### src/rtl/core/lfpc_pkg.sv
// ----------------------------------------------------------------------------
// lfpc_pkg
// Shared types and constants of the LED fade pattern controller.
// ----------------------------------------------------------------------------
package lfpc_pkg;

   localparam logic       FUNC_TICK = 1'b0;
   localparam logic       FUNC_SET  = 1'b1;

   localparam logic [2:0] PAT_OFF        = 3'd0;
   localparam logic [2:0] PAT_ON         = 3'd1;
   localparam logic [2:0] PAT_BREATHE    = 3'd2;
   localparam logic [2:0] PAT_BRIGHTNESS = 3'd3;
   localparam logic [2:0] PAT_FADE_UP    = 3'd4;
   localparam logic [2:0] PAT_FADE_DOWN  = 3'd5;

   typedef enum logic [2:0] {
      ST_IDLE,
      ST_EXEC,
      ST_DIV,
      ST_APPLY,
      ST_DONE
   } lfpc_state_type;

   typedef struct packed {
      logic load_req;
      logic exec;
      logic div_step;
      logic apply;
      logic load_rsp;
   } lfpc_cmd_type;

   typedef struct packed {
      logic run;
      logic div_needed;
      logic div_last;
   } lfpc_status_type;

endpackage

### src/rtl/core/lfpc_ctrl.sv
// ----------------------------------------------------------------------------
// lfpc_ctrl
// Sequencer of the LED fade pattern controller: handshakes and datapath steps.
// ----------------------------------------------------------------------------
module lfpc_ctrl
   import lfpc_pkg::*;
(
   input  logic            clock,
   input  logic            reset,
   input  logic            req_valid,
   output logic            req_ready,
   output logic            rsp_valid,
   input  logic            rsp_ready,
   input  lfpc_status_type status,
   output lfpc_cmd_type    cmd
);

   lfpc_state_type state_ff, state_in;
   logic           rsp_valid_ff, rsp_valid_in;
   logic           slot_free;

   assign slot_free = !rsp_valid_ff || rsp_ready;

   always_comb begin
      state_in = state_ff;
      unique case (state_ff)
         ST_IDLE: begin
            if (req_valid) state_in = ST_EXEC;
         end
         ST_EXEC: begin
            if (status.run) state_in = status.div_needed ? ST_DIV : ST_APPLY;
            else state_in = ST_DONE;
         end
         ST_DIV: begin
            if (status.div_last) state_in = ST_APPLY;
         end
         ST_APPLY: begin
            state_in = ST_DONE;
         end
         ST_DONE: begin
            if (slot_free) state_in = ST_IDLE;
         end
         default: state_in = ST_IDLE;
      endcase
   end

   always_comb begin
      cmd       = '0;
      req_ready = 1'b0;
      unique case (state_ff)
         ST_IDLE: begin
            req_ready    = 1'b1;
            cmd.load_req = req_valid;
         end
         ST_EXEC:  cmd.exec     = 1'b1;
         ST_DIV:   cmd.div_step = 1'b1;
         ST_APPLY: cmd.apply    = 1'b1;
         ST_DONE:  cmd.load_rsp = slot_free;
         default: cmd = '0;
      endcase
   end

   always_comb begin
      rsp_valid_in = rsp_valid_ff;
      if (cmd.load_rsp) rsp_valid_in = 1'b1;
      else if (rsp_ready) rsp_valid_in = 1'b0;
   end

   always_ff @(posedge clock) begin
      if (reset) begin
         state_ff     <= ST_IDLE;
         rsp_valid_ff <= 1'b0;
      end else begin
         state_ff     <= state_in;
         rsp_valid_ff <= rsp_valid_in;
      end
   end

   assign rsp_valid = rsp_valid_ff;

   a_load_into_free_slot: assert property (@(posedge clock) disable iff (reset)
      cmd.load_rsp |-> (!rsp_valid_ff || rsp_ready))
      else $error("result loaded over a pending transfer");

   a_accept_starts_exec: assert property (@(posedge clock) disable iff (reset)
      (req_valid && req_ready) |=> (state_ff == ST_EXEC))
      else $error("accepted item not executed");

   a_div_ends_in_apply: assert property (@(posedge clock) disable iff (reset)
      (state_ff == ST_DIV && status.div_last) |=> (state_ff == ST_APPLY))
      else $error("division did not hand over to apply");

endmodule

### src/rtl/core/lfpc_datapath.sv
// ----------------------------------------------------------------------------
// lfpc_datapath
// Pattern state, millisecond clock, fade step divider and result registers.
// ----------------------------------------------------------------------------
module lfpc_datapath
   import lfpc_pkg::*;
#(
   parameter int LEVEL_MAX = 255,
   parameter int FRAC_BITS = 8
)
(
   input  logic            clock,
   input  logic            reset,
   input  lfpc_cmd_type    cmd,
   output lfpc_status_type status,
   input  logic            req_func,
   input  logic [2:0]      req_pattern_request,
   input  logic [15:0]     req_first_param,
   input  logic [15:0]     req_second_param,
   input  logic [15:0]     req_elapsed_ms,
   input  logic            csr_wr_en,
   input  logic            csr_wr_data,
   output logic [7:0]      rsp_pwm_level,
   output logic            rsp_pin_state,
   output logic            rsp_pwm_active,
   output logic [2:0]      rsp_active_pattern
);

   localparam int MW   = $clog2(LEVEL_MAX + 1);
   localparam int LW   = MW + FRAC_BITS;
   localparam int NW   = LW + 16;
   localparam int SW   = FRAC_BITS + 9;
   localparam int AW   = ((LW > SW) ? LW : SW) + 1;
   localparam int CW   = (NW > FRAC_BITS + 10) ? NW : FRAC_BITS + 10;
   localparam int XW   = LW + 8;
   localparam int CNTW = $clog2(NW + 1);

   localparam logic [LW-1:0] LEVEL_TOP     = LW'(LEVEL_MAX) << FRAC_BITS;
   localparam logic [SW-1:0] ONE_UNIT      = SW'(1) << FRAC_BITS;
   localparam logic [CW-1:0] STEP_LIMIT    = CW'(256) << FRAC_BITS;
   localparam logic [CW-1:0] PIN_THRESHOLD = CW'(127) << FRAC_BITS;
   localparam logic [15:0]   LEVEL_MAX_16  = 16'(LEVEL_MAX);

   logic             func_ff, func_in;
   logic [2:0]       request_ff, request_in;
   logic [15:0]      p1_ff, p1_in;
   logic [15:0]      p2_ff, p2_in;
   logic [15:0]      dt_ff, dt_in;

   logic             pwm_en_ff, pwm_en_in;
   logic [LW-1:0]    level_ff, level_in;
   logic [2:0]       pattern_ff, pattern_in;
   logic [2:0]       last_ff, last_in;
   logic             breathe_ff, breathe_in;
   logic [15:0]      rise_ff, rise_in;
   logic [15:0]      fall_ff, fall_in;
   logic [15:0]      dur_ff, dur_in;
   logic [31:0]      clk_ff, clk_in;
   logic [31:0]      end_ff, end_in;

   logic [NW-1:0]    num_ff, num_in;
   logic [15:0]      rem_ff, rem_in;
   logic [CNTW-1:0]  cnt_ff, cnt_in;

   logic [7:0]       pwm_level_ff, pwm_level_in;
   logic             pin_ff, pin_in;
   logic             active_ff, active_in;
   logic [2:0]       act_pat_ff, act_pat_in;

   logic [31:0]      clk_sum;
   logic             fading;
   logic             before_end;
   logic             restart;
   logic [15:0]      bright_val;
   logic [15:0]      fall_dur;
   logic [NW-1:0]    product;
   logic [16:0]      rem_sh;
   logic [16:0]      rem_diff;
   logic             q_bit;
   logic [SW-1:0]    step;
   logic [AW-1:0]    up_sum;
   logic [XW-1:0]    level_ext;

   assign clk_sum    = clk_ff + 32'(dt_ff);
   assign fading     = (pattern_ff == PAT_FADE_UP) || (pattern_ff == PAT_FADE_DOWN);
   assign before_end = clk_sum < end_ff;
   assign restart    = (request_ff != last_ff) || (request_ff == PAT_BRIGHTNESS);
   assign bright_val = (p1_ff > LEVEL_MAX_16) ? LEVEL_MAX_16 : p1_ff;
   assign fall_dur   = (fall_ff != 16'd0) ? fall_ff : rise_ff;
   assign product    = NW'(LEVEL_TOP) * NW'(dt_ff);
   assign rem_sh     = {rem_ff, num_ff[NW-1]};
   assign rem_diff   = rem_sh - {1'b0, dur_ff};
   assign q_bit      = !rem_diff[16];
   assign up_sum     = AW'(level_ff) + AW'(step);
   assign level_ext  = XW'(level_ff);

   always_comb begin
      if (dur_ff == 16'd0 || CW'(num_ff) > STEP_LIMIT) step = ONE_UNIT;
      else step = SW'(num_ff);
   end

   assign status.run        = (func_ff == FUNC_TICK) && fading && before_end;
   assign status.div_needed = dur_ff != 16'd0;
   assign status.div_last   = cnt_ff == CNTW'(1);

   always_comb begin
      func_in      = func_ff;
      request_in   = request_ff;
      p1_in        = p1_ff;
      p2_in        = p2_ff;
      dt_in        = dt_ff;
      pwm_en_in    = csr_wr_en ? csr_wr_data : pwm_en_ff;
      level_in     = level_ff;
      pattern_in   = pattern_ff;
      last_in      = last_ff;
      breathe_in   = breathe_ff;
      rise_in      = rise_ff;
      fall_in      = fall_ff;
      dur_in       = dur_ff;
      clk_in       = clk_ff;
      end_in       = end_ff;
      num_in       = num_ff;
      rem_in       = rem_ff;
      cnt_in       = cnt_ff;
      pwm_level_in = pwm_level_ff;
      pin_in       = pin_ff;
      active_in    = active_ff;
      act_pat_in   = act_pat_ff;

      if (cmd.load_req) begin
         func_in    = req_func;
         request_in = req_pattern_request;
         p1_in      = req_first_param;
         p2_in      = req_second_param;
         dt_in      = req_elapsed_ms;
      end

      if (cmd.exec) begin
         if (func_ff == FUNC_SET) begin
            rise_in = p1_ff;
            fall_in = p2_ff;
            if (restart) begin
               last_in    = request_ff;
               breathe_in = request_ff == PAT_BREATHE;
               dur_in     = p1_ff;
               end_in     = clk_ff + 32'(p1_ff);
               unique case (request_ff)
                  PAT_OFF: begin
                     pattern_in = PAT_OFF;
                     level_in   = '0;
                  end
                  PAT_BREATHE, PAT_FADE_UP: begin
                     pattern_in = PAT_FADE_UP;
                     level_in   = '0;
                  end
                  PAT_BRIGHTNESS: begin
                     pattern_in = PAT_BRIGHTNESS;
                     if (p2_ff != 16'd0) level_in = '0;
                     else level_in = LW'(bright_val) << FRAC_BITS;
                  end
                  PAT_FADE_DOWN: begin
                     pattern_in = PAT_FADE_DOWN;
                     level_in   = LEVEL_TOP;
                  end
                  default: begin
                     pattern_in = PAT_ON;
                     level_in   = LEVEL_TOP;
                  end
               endcase
            end
         end else begin
            clk_in = clk_sum;
            num_in = product;
            rem_in = '0;
            cnt_in = CNTW'(NW);
            if (fading && !before_end) begin
               if (pattern_ff == PAT_FADE_UP) begin
                  level_in = LEVEL_TOP;
                  if (breathe_ff) begin
                     pattern_in = PAT_FADE_DOWN;
                     dur_in     = fall_dur;
                     end_in     = clk_sum + 32'(fall_dur);
                  end
               end else begin
                  level_in = '0;
                  if (breathe_ff) begin
                     pattern_in = PAT_FADE_UP;
                     dur_in     = rise_ff;
                     end_in     = clk_sum + 32'(rise_ff);
                  end
               end
            end
         end
      end

      if (cmd.div_step) begin
         rem_in = q_bit ? rem_diff[15:0] : rem_sh[15:0];
         num_in = {num_ff[NW-2:0], q_bit};
         cnt_in = cnt_ff - CNTW'(1);
      end

      if (cmd.apply) begin
         if (pattern_ff == PAT_FADE_UP) begin
            if (up_sum > AW'(LEVEL_TOP)) level_in = LEVEL_TOP;
            else level_in = LW'(up_sum);
         end else begin
            if (AW'(level_ff) < AW'(step)) level_in = '0;
            else level_in = LW'(AW'(level_ff) - AW'(step));
         end
      end

      if (cmd.load_rsp) begin
         pwm_level_in = level_ext[FRAC_BITS +: 8];
         pin_in       = CW'(level_ff) > PIN_THRESHOLD;
         active_in    = pwm_en_ff;
         act_pat_in   = pattern_ff;
      end
   end

   always_ff @(posedge clock) begin
      if (reset) begin
         pwm_en_ff  <= 1'b0;
         level_ff   <= '0;
         pattern_ff <= PAT_OFF;
         last_ff    <= PAT_OFF;
         breathe_ff <= 1'b0;
         rise_ff    <= '0;
         fall_ff    <= '0;
         dur_ff     <= '0;
         clk_ff     <= '0;
         end_ff     <= '0;
         cnt_ff     <= '0;
      end else begin
         pwm_en_ff  <= pwm_en_in;
         level_ff   <= level_in;
         pattern_ff <= pattern_in;
         last_ff    <= last_in;
         breathe_ff <= breathe_in;
         rise_ff    <= rise_in;
         fall_ff    <= fall_in;
         dur_ff     <= dur_in;
         clk_ff     <= clk_in;
         end_ff     <= end_in;
         cnt_ff     <= cnt_in;
      end
   end

   always_ff @(posedge clock) begin
      func_ff      <= func_in;
      request_ff   <= request_in;
      p1_ff        <= p1_in;
      p2_ff        <= p2_in;
      dt_ff        <= dt_in;
      num_ff       <= num_in;
      rem_ff       <= rem_in;
      pwm_level_ff <= pwm_level_in;
      pin_ff       <= pin_in;
      active_ff    <= active_in;
      act_pat_ff   <= act_pat_in;
   end

   assign rsp_pwm_level      = pwm_level_ff;
   assign rsp_pin_state      = pin_ff;
   assign rsp_pwm_active     = active_ff;
   assign rsp_active_pattern = act_pat_ff;

   a_level_in_range: assert property (@(posedge clock) disable iff (reset)
      level_ff <= LEVEL_TOP)
      else $error("level above full scale");

   a_count_down: assert property (@(posedge clock) disable iff (reset)
      cmd.div_step |-> (cnt_ff != '0))
      else $error("divider stepped past its last bit");

   a_pattern_valid: assert property (@(posedge clock) disable iff (reset)
      pattern_ff <= PAT_FADE_DOWN && pattern_ff != PAT_BREATHE)
      else $error("breathing stored as a running pattern");

endmodule

### src/rtl/core/led_fade_pattern_controller.sv
// ----------------------------------------------------------------------------
// led_fade_pattern_controller
// LED brightness pattern engine with fades, breathing and a millisecond clock.
// ----------------------------------------------------------------------------
//  Channel  Direction  Handshake                   Payload
//  req      in         req_valid / req_ready       func, pattern_request, params, elapsed
//  rsp      out        rsp_valid / rsp_ready       pwm_level, pin_state, pwm_active, pattern
//  csr      in         csr_wr_en, no wait          pwm_output_enable
//
//  A set item, or a tick that ends a fade or lies outside one, passes through
//  transfer, execute and result load. A running fade tick adds the steps of the
//  one-bit-per-cycle restoring divider and an apply step before the result load,
//  or only the apply step when the fade duration is zero. One item is in work at a time;
//  the next is taken while a result waits, and a stalled result holds the
//  sequencer in its final step. Reset clears the pattern state, clock and enable.
// ----------------------------------------------------------------------------
module led_fade_pattern_controller
   import lfpc_pkg::*;
#(
   parameter int LEVEL_MAX = 255,
   parameter int FRAC_BITS = 8
)
(
   input  logic        clock,
   input  logic        reset,
   input  logic        req_valid,
   output logic        req_ready,
   input  logic        req_func,
   input  logic [2:0]  req_pattern_request,
   input  logic [15:0] req_first_param,
   input  logic [15:0] req_second_param,
   input  logic [15:0] req_elapsed_ms,
   output logic        rsp_valid,
   input  logic        rsp_ready,
   output logic [7:0]  rsp_pwm_level,
   output logic        rsp_pin_state,
   output logic        rsp_pwm_active,
   output logic [2:0]  rsp_active_pattern,
   input  logic        csr_wr_en,
   input  logic        csr_wr_data
);

   lfpc_cmd_type    cmd;
   lfpc_status_type status;

   lfpc_ctrl u_ctrl (
      .clock     (clock),
      .reset     (reset),
      .req_valid (req_valid),
      .req_ready (req_ready),
      .rsp_valid (rsp_valid),
      .rsp_ready (rsp_ready),
      .status    (status),
      .cmd       (cmd)
   );

   lfpc_datapath #(
      .LEVEL_MAX (LEVEL_MAX),
      .FRAC_BITS (FRAC_BITS)
   ) u_datapath (
      .clock               (clock),
      .reset               (reset),
      .cmd                 (cmd),
      .status              (status),
      .req_func            (req_func),
      .req_pattern_request (req_pattern_request),
      .req_first_param     (req_first_param),
      .req_second_param    (req_second_param),
      .req_elapsed_ms      (req_elapsed_ms),
      .csr_wr_en           (csr_wr_en),
      .csr_wr_data         (csr_wr_data),
      .rsp_pwm_level       (rsp_pwm_level),
      .rsp_pin_state       (rsp_pin_state),
      .rsp_pwm_active      (rsp_pwm_active),
      .rsp_active_pattern  (rsp_active_pattern)
   );

endmodule

### config.mk
export PLATFORM = sky130hd
export DESIGN_NAME = led_fade_pattern_controller
export DESIGN_NICKNAME = d
export VERILOG_FILES = /design/src/rtl/core/lfpc_pkg.sv /design/src/rtl/core/lfpc_ctrl.sv /design/src/rtl/core/lfpc_datapath.sv /design/src/rtl/core/led_fade_pattern_controller.sv
export SDC_FILE = /design/constraint.sdc
export NUM_CORES = 1
export LEC_CHECK = 0
export ABC_AREA = 1
export BUFFER_PORTS_ARGS = -buffer_cell sky130_fd_sc_hd__buf_2
export CORE_ASPECT_RATIO = 1.1
export CORE_MARGIN = 2
export CORE_UTILIZATION = 45
export CTS_CLUSTER_SIZE = 20
export DETAILED_ROUTE_END_ITERATION = 8
export PLACE_DENSITY = 0.7
export SYNTH_ARGS = -nofsm -noshare
export SYNTH_HDL_FRONTEND = slang
export SYNTH_SLANG_ARGS = --single-unit
### constraint.sdc
create_clock -name clock -period 8.6 [get_ports clock]
set_clock_uncertainty 0.2 [all_clocks]
set_input_delay 0.86 -clock clock [delete_from_list [all_inputs] [get_ports clock]]
set_output_delay 0.86 -clock clock [all_outputs]
set_load 0.02 [all_outputs]
==> metrics.md <==
| Metric | Value |
|---|---|
| Number of remaining DRC errors | `0` |
| Most frequent cell after synthesis | `sky130_fd_sc_hd__nand2_1` |
| Biggest area consumer among synthesized cells | `sky130_fd_sc_hd__edfxtp_1` |
| Total wirelength of the detailed-routed design | `59,900 µm` |
| Non-filler cells, final | `3,559` |
| Post-synthesis area per instance | `7.28 µm²` |
| Distinct cell type count of the synthesized netlist | `54` |
| Commonest cells in the netlist | `sky130_fd_sc_hd__nand2_1, sky130_fd_sc_hd__inv_1, sky130_fd_sc_hd__a21oi_1` |
| Buffers from clock root to sink, at most | `3` |
| Synth async-reset ratio | `0%` |
| Final hold violation count | `0` |
| Via/cell ratio | `5.43` |
| Routed vias | `19.3k` |
| Width of the chip | `211 µm` |
| Via count of the first global-routing pass | `18.6k` |
| Worst hold slack after final layout | `0.212 ns` |
| Effective utilization at floorplan | `45.4%` |
| Critical path arrival | `5.97 ns` |
| Top Ports | `73` |
| Synth Net Count | `3,210` |
| Cell chosen for the clock root | `sky130_fd_sc_hd__clkbuf_16` |
| Total of max-cap violations | `0` |
| Quantity of hold-fixing buffers added after cts | `0` |
| Number of buffers added by the clock tree synthesis step | `30` |
| Clock-pin slew on the worst setup and hold paths | `0.06 ns` |
| Final core occ | `49.5%` |
| Global routing usage summed across all routing layers | `24.5%` |
| Outcome | `finished, final reports clean` |
| Count of flip-flops with a built-in enable after synthesis | `113` |
| Number of H-tree levels | `1` |
| Cells after DPL | `3,503` |
| Antenna Violating Nets Remaining | `0` |
| Count of port buffers added during placement | `72` |
| Global-route wire length before repair | `96,200 µm` |
| Layout cell share with drive strength beyond 1 | `8.10%` |
| HPWL Detailed | `46,900 µm` |
| Number of slew-limit violations in the final report | `0` |
| Clk sink count | `259` |
| Maximum resistive drop on vdd | `0.254 mV` |
| Setup TNS Final | `0 ns` |
| Share of the clock period used by the worst path | `66.7%` |
| Worst min-delay path category | `primary input to flop` |
| Count of cells along the worst register-to-register path | `25` |
| Syn Inst Count | `2,901` |
| Path type of the worst setup path | `flop to flop` |
| Worst EP required | `8.83 ns` |
| RSZ-0062 raised after global routing | `no` |
| DIE HEIGHT | `231 µm` |
| Worst hold path stage count | `1` |
| Area added between synthesis and finish | `8.89%` |
| Crit start category | `flop` |
| Post-CTS Setup Repair Bufs | `0` |
| Fillcell total | `4,523` |
| Number of DRC markers in iteration 0 | `1,321` |
| Layout net count | `3,249` |
| Cells resized by post-CTS repair | `0` |
| Clock insertion delay at the later pin of the skew report | `0.62 ns` |
| Die area | `0.0487 mm²` |
| Post-layout minimum cycle time | `5.74 ns` |
| RD Place Congestion | `0.990` |
| Worst-case headroom to the max-slew limit | `23.3%` |
| Flop and latch count out of synthesis | `259` |
| Largest registers in the final layout | `u_datapath.clk_ff: 32 flops, u_datapath.end_ff: 32 flops, u_datapath.num_ff: 32 flops` |
| Gr ovfl total | `0` |
| Leakage power | `10.9 nW` |
| Ys flop type | `sky130_fd_sc_hd__dfxtp_1` |
| Core Box Area | `0.0465 mm²` |
| Maximum number of pins on one net before global-route repair | `90` |
| Detailed-route wire length per cell | `16.8 µm` |
| Maximum achievable frequency | `0.174 GHz` |
| Share of the yosys chip area belonging to registers | `29.9%` |
| Highest fanout seen on the critical path | `40` |
| Drt pass-1 iters | `5` |
| Slew @ Worst Pin | `1.15 ns` |
| Standard-cell row count | `83` |
| Share of Yosys cell area claimed by the top area cell type | `16.1%` |
| Power density over cell area | `265 mW/mm²` |
| Category of the worst setup path capture point | `flop` |
| Initial antenna violation count | `0` |
| Syn Std Cell Area | `0.0211 mm²` |
| Clock tree from TritonCTS | `yes` |
| Yosys Warn Count | `0` |
| Main area contributors after synthesis | `sky130_fd_sc_hd__edfxtp_1, sky130_fd_sc_hd__dfxtp_1, sky130_fd_sc_hd__nand2_1` |
| Total of endpoints with negative setup slack in the final report | `0` |
| Diode insertion count for antenna repair | `0` |
[critical path: stages (launching register included)]
cell and delay [ns]:
sky130_fd_sc_hd__edfxtp_1 0.48, sky130_fd_sc_hd__ha_1 0.29, sky130_fd_sc_hd__inv_1 0.07, sky130_fd_sc_hd__fa_1 0.40
sky130_fd_sc_hd__inv_1 0.10, sky130_fd_sc_hd__nand3_1 0.08, sky130_fd_sc_hd__nand3_2 0.13, sky130_fd_sc_hd__nand2_1 0.06
sky130_fd_sc_hd__nand2_1 0.12, sky130_fd_sc_hd__nand2_1 0.14, sky130_fd_sc_hd__nand3_2 0.14, sky130_fd_sc_hd__nand2_1 0.06
sky130_fd_sc_hd__nand2_1 0.05, sky130_fd_sc_hd__nand2_1 0.13, sky130_fd_sc_hd__ha_1 0.33, sky130_fd_sc_hd__nand4_1 0.13
sky130_fd_sc_hd__nor3_1 0.22, sky130_fd_sc_hd__and3_1 0.19, sky130_fd_sc_hd__nand2_1 0.05, sky130_fd_sc_hd__nand2_1 0.27
sky130_fd_sc_hd__nand3_1 0.14, sky130_fd_sc_hd__nand2_2 0.60, sky130_fd_sc_hd__buf_4 0.48, sky130_fd_sc_hd__inv_2 0.36
sky130_fd_sc_hd__o21ai_0 0.28, sky130_fd_sc_hd__a21oi_1 0.06
[metrics by stage]
step / cell area (µm²) / worst slack (ns) / power, mW
after floorplan: 21100 / 1.99 / 4.08
after global placement: 22000 / 3.20 / 4.69
after detailed placement: 22000 / 3.06 / 4.76
after CTS: 23000 / 3.03 / 6.12
after global routing: 23000 / 2.43 / 6.64
final: 23000 / 2.86 / 6.10
[layout make-up]
| class | count | area (µm²) | area share (%) |
|---|---|---|---|
| inverter | 478 | 1790 | 7.80 |
| clock buffer | 43 | 850 | 3.69 |
| sequential | 259 | 6320 | 27.5 |
| multi-input combinational | 2087 | 12700 | 55.1 |
| clock inverter | 13 | 165 | 0.718 |
| tap | 595 | 744 | 3.24 |
| timing repair buffer | 84 | 450 | 1.96 |
[routing by layer]
layer | vias to the layer above | global-route usage (%) | share of wire [%] | wire (µm)
li1 | 9615 | - | - | -
met4 | 0 | 12.9 | 5.7 | 3400
met5 | - | 0 | 0 | 0
met2 | 572 | 42.8 | 47 | 28400
met3 | 180 | 2.67 | 5.4 | 3220
met1 | 8960 | 29.8 | 41 | 24800
[final timing paths]
kind	startpoint	endpoint	slack, ns
worst max-delay path	u_datapath.dt_ff[0]$_DFFE_PP_	u_datapath.end_ff[2]$_SDFFE_PP0P_	2.86
worst min-delay path	req_second_param[7]	u_datapath.p2_ff[7]$_DFFE_PP_	0.21
worst max register to register	u_datapath.dt_ff[0]$_DFFE_PP_	u_datapath.end_ff[2]$_SDFFE_PP0P_	2.86
worst min register to register	u_datapath.pwm_en_ff$_SDFFE_PP0P_	u_datapath.rsp_pwm_active$_DFFE_PP_	0.23
[where the power goes]
group,internal (mW),switching [mW]
clock network,0.776,0.540
logic,1.21,1.90
registers,1.55,0.122
[kinds of logic after synthesis]
| group | Yosys count | synth area share (%) |
|---|---|---|
| AOI/OAI and AO/OA | 598 | 15.1 |
| xor gates and xnor gates | 65 | 2.69 |
| adders and majority gates | 251 | 17.6 |
| buffers and inverters | 555 | 10.2 |
| DFF | 259 | 29.9 |
| muxes | 1 | 0.0474 |
| and+or+nand+nor | 1172 | 24.5 |
[cell usage in the layout, fill, tap and decap left out, types with 4 or more instances in the layout]
cell type                   Yosys  final
sky130_fd_sc_hd__o21ai_0      230    230
sky130_fd_sc_hd__clkbuf_16      0     30
sky130_fd_sc_hd__o31ai_1        6      6
sky130_fd_sc_hd__nand3_2        7      7
sky130_fd_sc_hd__xor2_1        49     49
sky130_fd_sc_hd__inv_2         21     23
sky130_fd_sc_hd__a21o_1        11     11
sky130_fd_sc_hd__inv_1        453    452
sky130_fd_sc_hd__nand2_4        4      4
sky130_fd_sc_hd__nor2_4         9      9
sky130_fd_sc_hd__a21oi_1      243    243
sky130_fd_sc_hd__clkbuf_1      45      8
sky130_fd_sc_hd__o21ai_1       35     35
sky130_fd_sc_hd__o21bai_1       6      6
sky130_fd_sc_hd__nand3b_1       5      5
sky130_fd_sc_hd__ha_1         175    175
sky130_fd_sc_hd__nor3_1        28     28
sky130_fd_sc_hd__nand2_2       25     26
sky130_fd_sc_hd__a31oi_1       32     32
sky130_fd_sc_hd__buf_4          6     12
sky130_fd_sc_hd__fa_1          76     76
sky130_fd_sc_hd__nor2_1       242    241
sky130_fd_sc_hd__o21a_1         4      4
sky130_fd_sc_hd__o211ai_1       8      8
sky130_fd_sc_hd__buf_2         14     72
sky130_fd_sc_hd__nand2_1      596    595
sky130_fd_sc_hd__nand3_1      145    145
sky130_fd_sc_hd__dfxtp_1      146    146
sky130_fd_sc_hd__clkbuf_8       0      5
sky130_fd_sc_hd__clkinv_1       4      5
sky130_fd_sc_hd__clkinv_2       0      6
sky130_fd_sc_hd__nand4_1       60     60
sky130_fd_sc_hd__a211oi_1       7      7
sky130_fd_sc_hd__xnor2_1       16     16
sky130_fd_sc_hd__or2_2         12     12
sky130_fd_sc_hd__edfxtp_1     113    113
sky130_fd_sc_hd__nor2_2        15     16
sky130_fd_sc_hd__nor4_1        15     13
sky130_fd_sc_hd__a21boi_0       4      4
Power figures use the tool's default switching activity.
